<file path="src/hw/rtl/acp_pkg.sv">
// Shared types, constants and helpers for the ADC CSV line parser.
package acp_pkg;

   localparam int RAW_COUNT = 5;
   localparam int PREFIX_LEN = 5;

   localparam logic [3:0] FIELD_PREFIX = 4'd0;
   localparam logic [3:0] FIELD_SEQ = 4'd1;
   localparam logic [3:0] FIELD_MS = 4'd2;
   localparam logic [3:0] FIELD_MASK = 4'd3;
   localparam logic [3:0] FIELD_RAW0 = 4'd4;
   localparam logic [3:0] FIELD_TRACK = 4'd9;
   localparam logic [3:0] FIELD_LAST = 4'd10;
   localparam logic [3:0] COUNT_SAT = 4'd11;
   localparam logic [3:0] COUNT_NINE = 4'd8;
   localparam logic [3:0] COUNT_TEN = 4'd9;

   localparam logic [2:0] ST_OK = 3'd0;
   localparam logic [2:0] ST_COUNT = 3'd1;
   localparam logic [2:0] ST_PREFIX = 3'd2;
   localparam logic [2:0] ST_SEQ = 3'd3;
   localparam logic [2:0] ST_MS = 3'd4;
   localparam logic [2:0] ST_MASK = 3'd5;
   localparam logic [2:0] ST_RAW = 3'd6;
   localparam logic [2:0] ST_TRACK = 3'd7;

   localparam logic [7:0] CHAR_COMMA = 8'h2C;
   localparam logic [7:0] CHAR_MINUS = 8'h2D;
   localparam logic [7:0] CHAR_ZERO = 8'h30;
   localparam logic [7:0] CHAR_NINE = 8'h39;

   localparam logic [63:0] U64_TENTH = 64'd1844674407370955161;
   localparam logic [63:0] S32_POS_LIMIT = 64'd2147483647;
   localparam logic [63:0] S32_NEG_LIMIT = 64'd2147483648;

   typedef struct packed {
      logic [7:0] char_code;
      logic       char_valid;
      logic       line_end;
   } req_payload_type;

   typedef struct packed {
      logic [2:0]         status;
      logic [2:0]         bad_raw_index;
      logic signed [31:0] seq;
      logic [63:0]        dev_time_ms;
      logic signed [31:0] channel_mask;
      logic signed [31:0] raw0;
      logic signed [31:0] raw1;
      logic signed [31:0] raw2;
      logic signed [31:0] raw3;
      logic signed [31:0] raw4;
      logic               tracking_present;
      logic               tracking_on;
   } rsp_payload_type;

   typedef struct packed {
      logic [63:0] acc;
      logic        minus;
      logic        started;
      logic        digit;
      logic        bad;
   } token_type;

   typedef struct packed {
      logic [2:0] progress;
      logic       failed;
   } prefix_type;

   function automatic logic [7:0] prefix_char(input logic [2:0] idx);
      logic [7:0] ch;
      unique case (idx)
         3'd0: ch = 8'h4F;
         3'd1: ch = 8'h46;
         3'd2: ch = 8'h41;
         3'd3: ch = 8'h44;
         3'd4: ch = 8'h43;
         default: ch = 8'h00;
      endcase
      return ch;
   endfunction

endpackage

</file>
<file path="src/hw/rtl/acp_stream_if.sv">
// Valid/ready stream channel carrying one payload beat.
interface acp_stream_if #(
   parameter type payload_type = logic
) ();
   logic        valid;
   logic        ready;
   payload_type payload;

   modport source (output valid, output payload, input ready);
   modport sink (input valid, input payload, output ready);
endinterface

</file>
<file path="src/hw/rtl/acp_token_step.sv">
// Per-byte update of the prefix matcher and the numeric token accumulator.
module acp_token_step (
   input  logic [3:0]         field,
   input  logic [7:0]         char_code,
   input  acp_pkg::token_type  token,
   input  acp_pkg::prefix_type prefix,
   output acp_pkg::token_type  token_next,
   output acp_pkg::prefix_type prefix_next
);
   import acp_pkg::*;

   logic        is_signed;
   logic [3:0]  digit;
   logic [63:0] product;
   logic [63:0] limit;

   assign is_signed = (field != FIELD_MS);
   assign digit = char_code[3:0];
   assign product = {token.acc[60:0], 3'b000} + {token.acc[62:0], 1'b0} + {60'd0, digit};
   assign limit = token.minus ? S32_NEG_LIMIT : S32_POS_LIMIT;

   always_comb begin
      token_next = token;
      prefix_next = prefix;
      if (field < FIELD_LAST) begin
         token_next.started = 1'b1;
         if (field == FIELD_PREFIX) begin
            if (!prefix.failed && (prefix.progress < 3'(PREFIX_LEN)) &&
                (char_code == prefix_char(prefix.progress))) begin
               prefix_next.progress = prefix.progress + 3'd1;
            end else begin
               prefix_next.failed = 1'b1;
            end
         end else if (!token.bad) begin
            if ((char_code == CHAR_MINUS) && is_signed && !token.started) begin
               token_next.minus = 1'b1;
            end else if ((char_code < CHAR_ZERO) || (char_code > CHAR_NINE)) begin
               token_next.bad = 1'b1;
            end else begin
               token_next.digit = 1'b1;
               if (is_signed) begin
                  if (product > limit) begin
                     token_next.bad = 1'b1;
                  end else begin
                     token_next.acc = product;
                  end
               end else if ((token.acc > U64_TENTH) ||
                            ((token.acc == U64_TENTH) && (digit > 4'd5))) begin
                  token_next.bad = 1'b1;
               end else begin
                  token_next.acc = product;
               end
            end
         end
      end
   end

endmodule

</file>
<file path="src/hw/rtl/acp_line_ctrl.sv">
// Line state: field counter, field close, error capture, held values and result build.
module acp_line_ctrl (
   input  logic                     clock,
   input  logic                     reset,
   input  logic                     advance,
   input  acp_pkg::req_payload_type beat,
   output acp_pkg::rsp_payload_type result
);
   import acp_pkg::*;

   logic [3:0]  field_count_ff, field_count_in;
   prefix_type  prefix_ff, prefix_in;
   token_type   token_ff, token_in;
   logic [2:0]  first_error_ff, first_error_in;
   logic [2:0]  error_slot_ff, error_slot_in;
   logic [31:0] held_seq_ff, held_seq_in;
   logic [63:0] held_ms_ff, held_ms_in;
   logic [31:0] held_mask_ff, held_mask_in;
   logic [31:0] held_raw_ff [RAW_COUNT];
   logic [31:0] held_raw_in [RAW_COUNT];
   logic        held_tracking_ff, held_tracking_in;

   token_type   step_token;
   prefix_type  step_prefix;

   logic        is_comma;
   logic        do_close;
   logic        field_ok;
   logic [31:0] magnitude;
   logic [31:0] signed_value;
   logic [2:0]  raw_index;
   logic [2:0]  status;

   acp_token_step u_step (
      .field      (field_count_ff),
      .char_code  (beat.char_code),
      .token      (token_ff),
      .prefix     (prefix_ff),
      .token_next (step_token),
      .prefix_next(step_prefix)
   );

   assign is_comma = beat.char_valid && (beat.char_code == CHAR_COMMA);

   always_comb begin
      field_count_in = field_count_ff;
      prefix_in = prefix_ff;
      token_in = token_ff;
      first_error_in = first_error_ff;
      error_slot_in = error_slot_ff;
      held_seq_in = held_seq_ff;
      held_ms_in = held_ms_ff;
      held_mask_in = held_mask_ff;
      held_raw_in = held_raw_ff;
      held_tracking_in = held_tracking_ff;
      field_ok = 1'b0;
      magnitude = '0;
      signed_value = '0;
      raw_index = '0;
      do_close = 1'b0;

      if (beat.char_valid && !is_comma) begin
         token_in = step_token;
         prefix_in = step_prefix;
      end

      for (int pass = 0; pass < 2; pass++) begin
         do_close = (pass == 0) ? is_comma : beat.line_end;
         if (do_close) begin
            field_ok = token_in.digit && !token_in.bad;
            magnitude = token_in.acc[31:0];
            signed_value = token_in.minus ? (32'd0 - magnitude) : magnitude;
            raw_index = 3'(field_count_in - FIELD_RAW0);
            if (field_count_in == FIELD_PREFIX) begin
               if ((prefix_in.failed || (prefix_in.progress != 3'(PREFIX_LEN))) &&
                   (first_error_in == ST_OK)) begin
                  first_error_in = ST_PREFIX;
                  error_slot_in = '0;
               end
            end else if (field_count_in == FIELD_SEQ) begin
               if (field_ok) begin
                  held_seq_in = signed_value;
               end else if (first_error_in == ST_OK) begin
                  first_error_in = ST_SEQ;
                  error_slot_in = '0;
               end
            end else if (field_count_in == FIELD_MS) begin
               if (field_ok) begin
                  held_ms_in = token_in.acc;
               end else if (first_error_in == ST_OK) begin
                  first_error_in = ST_MS;
                  error_slot_in = '0;
               end
            end else if (field_count_in == FIELD_MASK) begin
               if (field_ok) begin
                  held_mask_in = signed_value;
               end else if (first_error_in == ST_OK) begin
                  first_error_in = ST_MASK;
                  error_slot_in = '0;
               end
            end else if (field_count_in < FIELD_TRACK) begin
               if (field_ok) begin
                  held_raw_in[raw_index] = signed_value;
               end else if (first_error_in == ST_OK) begin
                  first_error_in = ST_RAW;
                  error_slot_in = raw_index;
               end
            end else if (field_count_in == FIELD_TRACK) begin
               if (field_ok) begin
                  held_tracking_in = (token_in.acc != 64'd0);
               end else if (first_error_in == ST_OK) begin
                  first_error_in = ST_TRACK;
                  error_slot_in = '0;
               end
            end
            token_in = '0;
            if ((pass == 0) && (field_count_in != COUNT_SAT)) begin
               field_count_in = field_count_in + 4'd1;
            end
         end
      end
   end

   always_comb begin
      if ((field_count_in != COUNT_NINE) && (field_count_in != COUNT_TEN)) begin
         status = ST_COUNT;
      end else begin
         status = first_error_in;
      end
      result = '0;
      result.status = status;
      if (status == ST_RAW) begin
         result.bad_raw_index = error_slot_in;
      end
      if (status == ST_OK) begin
         result.seq = held_seq_in;
         result.dev_time_ms = held_ms_in;
         result.channel_mask = held_mask_in;
         result.raw0 = held_raw_in[0];
         result.raw1 = held_raw_in[1];
         result.raw2 = held_raw_in[2];
         result.raw3 = held_raw_in[3];
         result.raw4 = held_raw_in[4];
         result.tracking_present = (field_count_in == COUNT_TEN);
         result.tracking_on = held_tracking_in;
      end
   end

   always_ff @(posedge clock) begin
      if (reset) begin
         field_count_ff <= '0;
         prefix_ff <= '0;
         token_ff <= '0;
         first_error_ff <= ST_OK;
         error_slot_ff <= '0;
         held_seq_ff <= '0;
         held_ms_ff <= '0;
         held_mask_ff <= '0;
         held_tracking_ff <= 1'b0;
         for (int i = 0; i < RAW_COUNT; i++) begin
            held_raw_ff[i] <= '0;
         end
      end else if (advance) begin
         if (beat.line_end) begin
            field_count_ff <= '0;
            prefix_ff <= '0;
            token_ff <= '0;
            first_error_ff <= ST_OK;
            error_slot_ff <= '0;
            held_seq_ff <= '0;
            held_ms_ff <= '0;
            held_mask_ff <= '0;
            held_tracking_ff <= 1'b0;
            for (int i = 0; i < RAW_COUNT; i++) begin
               held_raw_ff[i] <= '0;
            end
         end else begin
            field_count_ff <= field_count_in;
            prefix_ff <= prefix_in;
            token_ff <= token_in;
            first_error_ff <= first_error_in;
            error_slot_ff <= error_slot_in;
            held_seq_ff <= held_seq_in;
            held_ms_ff <= held_ms_in;
            held_mask_ff <= held_mask_in;
            held_tracking_ff <= held_tracking_in;
            for (int i = 0; i < RAW_COUNT; i++) begin
               held_raw_ff[i] <= held_raw_in[i];
            end
         end
      end
   end

endmodule

</file>
<file path="src/hw/rtl/adc_csv_packet_parser.sv">
// Top level: input beat register, line parser, result register, port checks.
// A line-end beat passes from the input beat register through the line parser into the result register.
// Throughput: one beat per cycle; the input register and line state advance every cycle
// unless a line-end beat waits on a full result register.
// Reset (synchronous, active high) clears both valid flags and all line state.
module adc_csv_packet_parser (
   input logic          clock,
   input logic          reset,
   acp_stream_if.sink   req_if,
   acp_stream_if.source rsp_if
);
   import acp_pkg::*;

   logic            in_valid_ff, in_valid_in;
   req_payload_type in_beat_ff;
   logic            rsp_valid_ff, rsp_valid_in;
   rsp_payload_type rsp_beat_ff;
   rsp_payload_type line_result;
   logic            advance;
   logic            take_req;

   assign advance = in_valid_ff &&
                    (!in_beat_ff.line_end || !rsp_valid_ff || rsp_if.ready);
   assign req_if.ready = !in_valid_ff || advance;
   assign take_req = req_if.valid && req_if.ready;

   assign in_valid_in = take_req || (in_valid_ff && !advance);
   assign rsp_valid_in = (advance && in_beat_ff.line_end) || (rsp_valid_ff && !rsp_if.ready);

   acp_line_ctrl u_line (
      .clock  (clock),
      .reset  (reset),
      .advance(advance),
      .beat   (in_beat_ff),
      .result (line_result)
   );

   always_ff @(posedge clock) begin
      if (reset) begin
         in_valid_ff <= 1'b0;
         rsp_valid_ff <= 1'b0;
      end else begin
         in_valid_ff <= in_valid_in;
         rsp_valid_ff <= rsp_valid_in;
      end
   end

   always_ff @(posedge clock) begin
      if (take_req) begin
         in_beat_ff <= req_if.payload;
      end
      if (advance && in_beat_ff.line_end) begin
         rsp_beat_ff <= line_result;
      end
   end

   assign rsp_if.valid = rsp_valid_ff;
   assign rsp_if.payload = rsp_beat_ff;

   assert property (@(posedge clock) disable iff (reset)
      rsp_if.valid && (rsp_if.payload.status != ST_OK) |->
         (rsp_if.payload.seq == 32'sd0) && (rsp_if.payload.dev_time_ms == 64'd0) &&
         !rsp_if.payload.tracking_present)
      else $error("failed line carries parsed values");

   assert property (@(posedge clock) disable iff (reset)
      rsp_if.valid && (rsp_if.payload.bad_raw_index != 3'd0) |->
         (rsp_if.payload.status == ST_RAW) && (rsp_if.payload.bad_raw_index < 3'(RAW_COUNT)))
      else $error("raw index outside a raw error");

   assert property (@(posedge clock) disable iff (reset)
      rsp_if.valid && rsp_if.payload.tracking_on |-> rsp_if.payload.tracking_present)
      else $error("tracking flag without tracking field");

   assert property (@(posedge clock) disable iff (reset)
      in_valid_ff && !in_beat_ff.line_end |-> advance)
      else $error("non-terminal beat stalled");

endmodule

</file>
<file path="src/flat_wrapper.sv">
// flat-port wrapper written by rule: the top's interface ports become plain ports
module adc_csv_packet_parser_flat import acp_pkg::*;
  (clock, reset, req_if_valid, req_if_payload, req_if_ready, rsp_if_valid, rsp_if_payload, rsp_if_ready);
  acp_stream_if #(.payload_type(req_payload_type)) req_if_i ();
  acp_stream_if #(.payload_type(rsp_payload_type)) rsp_if_i ();
  input logic clock;
  input logic reset;
  input wire logic [$bits(req_if_i.valid)-1:0] req_if_valid;
  input wire logic [$bits(req_if_i.payload)-1:0] req_if_payload;
  output wire logic [$bits(req_if_i.ready)-1:0] req_if_ready;
  output wire logic [$bits(rsp_if_i.valid)-1:0] rsp_if_valid;
  output wire logic [$bits(rsp_if_i.payload)-1:0] rsp_if_payload;
  input wire logic [$bits(rsp_if_i.ready)-1:0] rsp_if_ready;
  assign req_if_i.valid = req_if_valid;
  assign req_if_i.payload = req_if_payload;
  assign req_if_ready = req_if_i.ready;
  assign rsp_if_valid = rsp_if_i.valid;
  assign rsp_if_payload = rsp_if_i.payload;
  assign rsp_if_i.ready = rsp_if_ready;
  adc_csv_packet_parser u_core (.clock(clock), .reset(reset), .req_if(req_if_i), .rsp_if(rsp_if_i));
endmodule
</file>
<file path="config.mk">
export PLATFORM = sky130hd
export DESIGN_NAME = adc_csv_packet_parser_flat
export DESIGN_NICKNAME = d
export VERILOG_FILES = /design/src/hw/rtl/acp_pkg.sv /design/src/hw/rtl/acp_stream_if.sv /design/src/hw/rtl/acp_token_step.sv /design/src/hw/rtl/acp_line_ctrl.sv /design/src/hw/rtl/adc_csv_packet_parser.sv /design/src/flat_wrapper.sv
export SDC_FILE = /design/constraint.sdc
export NUM_CORES = 2
export LEC_CHECK = 0
export BUFFER_PORTS_ARGS = -buffer_cell sky130_fd_sc_hd__buf_2
export CAP_MARGIN = 10
export CORE_UTILIZATION = 46
export CTS_BUF_LIST = sky130_fd_sc_hd__clkbuf_16
export DETAILED_ROUTE_END_ITERATION = 8
export PLACE_DENSITY = 0.74
export SLEW_MARGIN = 0
export SYNTH_ARGS = -nofsm -noshare
export SYNTH_HDL_FRONTEND = slang
export SYNTH_SLANG_ARGS = --single-unit
</file>
<file path="constraint.sdc">
create_clock -name clock -period 12.4 [get_ports clock]
set_input_delay 2.48 -clock clock [delete_from_list [all_inputs] [get_ports clock]]
set_output_delay 2.48 -clock clock [all_outputs]
set_load 0.01 [all_outputs]
</file>
Yosys cells after proc, flatten, opt, wreduce, memory -nomap -nowiden
Index checks and enable logic that the tools add are counted.
{ "word_totals": {"mem_bits_ro": 0, "n_memories": 0, "input_bits": 14, "word_cells": 298, "out_inout_bits": 298, "latchBits": 0, "register_bits": 679, "mem_bits_rw": 0} }
{ "op_classes": {"n_reduce_logical": 48, "n_bitwise": 2, "n_eq_ne": 22, "n_addsub": 8, "n_mux": 169, "magnitude_cmp": 13, "div": 0, "shifts": 0, "n_mul": 0} }
{ "ops": {"columns": ["operator", "n"], "rows": [
  ["$mux W160", 15],
  ["$mux W64", 16],
  ["$mux W32", 27],
  ["$bwmux W160", 2],
  ["$mux W68", 4],
  ["$demux W32 S3", 2],
  ["$mux W3", 64],
  ["$mux W65", 2],
  ["$reduce_bool A64 Y1", 2],
  ["$add A64 B4 Y64", 1],
  ["$add A64 B64 Y64", 1],
  ["$eq A64 B61 Y1 const B", 1],
  ["$gt A64 B61 Y1 const B", 1],
  ["$gt A64 B64 Y1", 1],
  ["$sub A1 B32 Y32 const A", 2],
  ["$pmux W7 S5", 1],
  ["$mux W4", 7],
  ["$mux W1", 24],
  ["$logic_and A1 B1 Y1", 19],
  ["$eq A4 B2 Y1 const B", 4],
  ["$eq A8 B6 Y1 const B", 2],
  ["$mux W8", 2],
  ["$logic_not A3 Y1", 4],
  ["$lt A4 B4 Y1 const B", 3],
  ["25 further kinds", 55]
]} }

Logic depth before layout (Yosys ltp)
{ "logic_depth": {"ltp_word": 33, "depth_mapped": 41, "depth_no_buf": 35} }

Modules after synthesis
From an unflattened synthesis, not the netlist that was laid out.
{ "hier_totals": {"cells_unflattened": 4282, "hier_area_um2": 38358.0} }
{ "by_module_without_submodules": {"columns": ["module", "n_inst", "area_each_um2", "seq_area_each_um2", "cells_each"], "rows": [
  ["acp_line_ctrl", 1, 21231.6, 7427.1, 2898],
  ["adc_csv_packet_parser", 1, 9292.7, 9228.9, 318],
  ["acp_token_step", 1, 7833.8, 0.0, 1066]
]} }

Worst setup path before layout
Ideal clock, no wire load.
{ "synth_timing": {"kind": "input -> register", "start": "in rsp_if_ready", "end": "reg u_core.rsp_beat_ff (netlist bit u_core.rsp_if.payload[0]) (enable)", "slack_ns": 2.887, "stages": 6, "n_path_buf": 1, "required_time_ns": 11.753, "setup_ns": 0.647, "t_arrival_ns": 8.866, "cell_sequence": "nor2b_1 nand2_1 and2_1 clkbuf_1 nand2_1 inv_1"} }
{ "synth_between": {"elab_chain_cells": 3} }
{ "synth_rtl": {"columns": ["item", "line_no", "text"], "rows": [
  ["from (decl)", "flat_wrapper.sv:13", "input wire logic [$bits(rsp_if_i.ready)-1:0] rsp_if_ready;"],
  ["$logic_or A1 B1 Y1", "adc_csv_packet_parser.sv:23", "(!in_beat_ff.line_end || !rsp_valid_ff || rsp_if.ready);"],
  ["$logic_and A1 B1 Y1", "adc_csv_packet_parser.sv:22", "assign advance = in_valid_ff &&"],
  ["$logic_and A1 B1 Y1", "adc_csv_packet_parser.sv:52", "if (advance && in_beat_ff.line_end) begin"],
  ["to (signal assigned)", "adc_csv_packet_parser.sv:53", "rsp_beat_ff <= line_result;"],
  ["to (decl)", "adc_csv_packet_parser.sv:17", "rsp_payload_type rsp_beat_ff;"]
]} }
No other way between the ends.
A chain may end at the register's enable or synchronous reset.

Worst setup path after layout
{ "layout_timing": {"start": "reg u_core.in_beat_ff[5] (netlist bit)", "end": "reg u_core.rsp_beat_ff (netlist bit u_core.rsp_if.payload[30]), data pin"} }
{ "layout_between": {"elab_chain_cells": 33, "word_cells_on_any_way": 120, "cone_classes": "add/sub (4); order compare (7); eq/ne (10); mux (77); bitwise (1); reduce/logical (21)"} }
{ "layout_rtl": {"columns": ["item", "line_no", "text"], "rows": [
  ["from (decl)", "adc_csv_packet_parser.sv:15", "req_payload_type in_beat_ff;"],
  ["from (signal assigned)", "adc_csv_packet_parser.sv:50", "in_beat_ff <= req_if.payload;"],
  ["branches (longest 33 deep; another with $add A64 B4 Y64)", null, null]
]} }
Parallel ways; which one is timed is not known. The select of a mux whose other input is x is not followed.

==> reports/qor.tcl <==
set qor(final.hold.worst_slack_ps) 439
set qor(finalSetupViolations) 0
set qor(post_synth_instance_area_sq_mm) 0.0367
set qor(ys_warn_count) 0
set qor(p_clk_share_pct) 46.4
set qor(rsz0062_at_grt) {false}
set qor(combinationalPowerShare_pct) 2.3
set qor(dp_hpwl_mm) 94.4
set qor(totalWireLength_mm) 135
set qor(detail_route.wl_per_cell_um) 25.4
set qor(cell_internal_pwr_uw) 3500
set qor(cpPeakStageDelay_ps) 710
set qor(placedCellCount) 5180
set qor(layout-area-overhead-vs-synth_pct) 12.8
set qor(routabilityCongestion) 0.983
set qor(postCtsResizedCells) 0
set qor(slew_hr_pct) 7.13
set qor(drcViolationCount) 0
set qor(cts.hold.buffers_added) 0
set qor(drt-initial-drc-count) 4889
set qor(fin_skew_ps) 44.6
set qor(vias) 34500
set qor(design.final.nets) 4387
set qor(switching_share_pct) 23.3
set qor(stdcell_count) 5319
set qor(synthDominantAreaCellType) {edfxtp_1}
set qor(worst_ep_required_time_ps) 12760
set qor(synth_commonest_cells) {nor2_1 (587), nand2_1 (542), dfxtp_1 (373)}
set qor(critPathSlowestCell) {a2111oi_0}
set qor(routed_via_density) 6.48
set qor(maxCapViolations) 0
set qor(layout_min_cycle_time_ps) 10170
set qor(fp.dieH_um) 285
set qor(leakagePower_uw) 0.0163
set qor(clk_transition_reported_paths_ps) 60
set qor(yosysMostFrequentCell) {nor2_1}
set qor(worst_slack_ps) 2230
set qor(number_of_buffer_cells_added_on_primary_ports) 311
set qor(final_layout_size_suffix_gt1_share_pct) 14.0
set qor(grt_start_max_net_pins) 181
set qor(clock_tree.htree_level_count) 3
set qor(final_hold_violation_count) 0
set qor(switchingPower_uw) 1060
set qor(achievable-frequency_ghz) 0.0983
set qor(antenna_viol_nets_final) 0
set qor(ys_top_cells_by_area) {edfxtp_1 (25%), dfxtp_1 (20%), nor2_1 (6.0%)}
set qor(crit_type) {flip-flop to flip-flop}
set qor(drt_pass1_iterations) 7
set qor(timing.critical_path.to_type) {flip-flop}
set qor(seqPwrFrac_pct) 51.4
set qor(synthDominantCellAreaShare_pct) 25.0
set qor(ports_placed_on_the_boundary) 312
set qor(fin_crit_sh_pct) 82.1
set qor(chipWidth_um) 285
set qor(highest_ir_drop_seen_on_vdd_v) 0.000115
set qor(worst_setup_slack_before_clock_tree_synthesis_ps) 2670
set qor(grt_first_pass_wirelength_mm) 200
set qor(drv_slew) 0
set qor(synth_top_flop_cell) {dfxtp_1}
set qor(gr-usage-all-layers_pct) 32.1
set qor(power_per_cell_area_mw_per_mm2) 110
set qor(worst_skew_pair.late_latency_ps) 660
set qor(first_global_vias) 31500
set qor(async_reset_ff_share_pct) 0
set qor(syn-mean-instance-area_sq_um) 9.09
set qor(initial_antenna_violation_count) 7
set qor(start_kind) {flip-flop}
set qor(total_clock_buffers_created_by_cts) 72
set qor(grt.overflow.total) 0
set qor(postSynthCellCount) 4040
set qor(floorplan.initialDensity_pct) 46.5
set qor(cts.path.max_buffers) 3
set qor(cts_tree) {built}
set qor(number_of_nets_in_the_synthesized_netlist) 4220
set qor(final.setup.tns_ps) 0
set qor(row_count) 103
set qor(ctsRootBufferMaster) {clkbuf_16}
set qor(timing.critical_path.arrival_ps) 10540
set qor(die_area_sq_mm) 0.0810
set qor(postCtsSetupRepairBufs) 0
set qor(outcome) {finished clean}
set qor(sequential_element_share_of_the_synthesized_area_pct) 45.4
set qor(min-delay-path-class) {flip-flop to flip-flop}
set qor(postLayoutCoreUtil_pct) 52.4
set qor(timing.critical_path.fanout_max) 16
set qor(synth_cell_types) 100
set qor(worstMarginPinSlew_ps) 1390
set qor(number_of_enable_type_register_cells_in_the_synthesized_netlist) 306
set qor(synth_seq_cells) 679
set qor(numClockSinks) 679
set qor(coreArea_sq_mm) 0.0790
-- final timing paths --
kind	startpoint	end	slack, ps	cells past startpoint
setup / recovery	u_core.in_beat_ff[5]	u_core.rsp_if.payload[30]	2230	33
hold / removal	u_core.u_line.held_raw_ff[42]	u_core.u_line.held_raw_ff[42]	440	2
setup reg to reg	u_core.in_beat_ff[5]	u_core.rsp_if.payload[30]	2230	33
hold reg to reg	u_core.u_line.held_raw_ff[42]	u_core.u_line.held_raw_ff[42]	440	2
-- layer usage --
metal	GRT usage [%]	vias to the layer above	part of all wire [%]
li1	-	15200	-
met1	42.9	16600	39
met2	49.5	2321	45
met3	7.50	382	12
met4	13.9	6	4.7
met5	0	-	0.022
-- cells by family after synthesis --
family / after synthesis / synth area share (%)
xor+xnor: 107 / 2.67
mux: 138 / 3.82
compound gates: 1080 / 20.2
fa+ha+maj: 166 / 5.70
buf+inv: 346 / 4.08
flops: 679 / 45.4
simple gates: 1524 / 18.2
-- power groups by stage --
stage,Sequential [uW],Clock (uW),Combinational (uW)
2_1_floorplan,2400,0,56.9
3_3_place_gp,2390,0,98.4
3_5_place_dp,2390,0,98.9
4_1_cts,2340,2120,99.0
5_1_grt,2340,2200,107
6_report,2340,2120,103
-- through the flow --
stage / total power [uW] / area, sq um
floorplan: 2460 / 36700
global placement: 2490 / 39100
detailed placement: 2490 / 39100
CTS: 4560 / 41400
global route: 4650 / 41400
finish: 4560 / 41400
-- sequential cells by signal, indices dropped and copies added, names as in the netlist --
register                        count
u_core.u_line.held_ms_ff           64
u_core.rsp_if.payload             296
u_core.u_line.prefix_ff             4
u_core.u_line.held_mask_ff         32
u_core.rsp_if.valid                 1
u_core.u_line.field_count_ff        4
u_core.u_line.held_raw_ff         160
u_core.u_line.held_seq_ff          32
u_core.in_valid_ff                  1
u_core.u_line.first_error_ff        3
u_core.u_line.error_slot_ff         3
u_core.u_line.token_ff             68
u_core.in_beat_ff                  10
u_core.u_line.held_tracking_ff      1
-- layout by cell type (no fill, tap or decap), drive strengths merged, types with 50 or more instances in the layout --
cell    netlist  routed
a211oi       62      62
a21oi       297     297
a22o         80      80
a22oi       238     238
a31oi        50      50
buf         108     394
clkbuf      194      73
dfxtp       373     373
edfxtp      306     306
ha          164     164
inv          43      66
mux2i       120     120
nand2       544     544
nand3        58      58
nand4        74      74
nor2        592     592
nor3         80      80
o21ai       128     128
xnor2        74      74
-- final cells by class --
cell class              instances  area, sq um
fillers                      7098        37600
multi-input cells            3015        18700
flip-flops and latches        679        16700
repair buffers                395         2240
clock buffers                  72         1800
well taps                    1050         1310
clock inverters                62          497
inverters                      44          173
diodes                          2         5.00
-- critical path: cells and delay by family, from the launching register on --
family,cells,cell delay (ps)
AO/OA/AOI/OAI,16,4630
XOR/XNOR,2,620
adder cells (fa/ha/maj),4,1720
buffers and inverters,3,340
flip-flops,1,570
AND/OR/NAND/NOR,8,2020
Power figures use the tool's default switching activity.
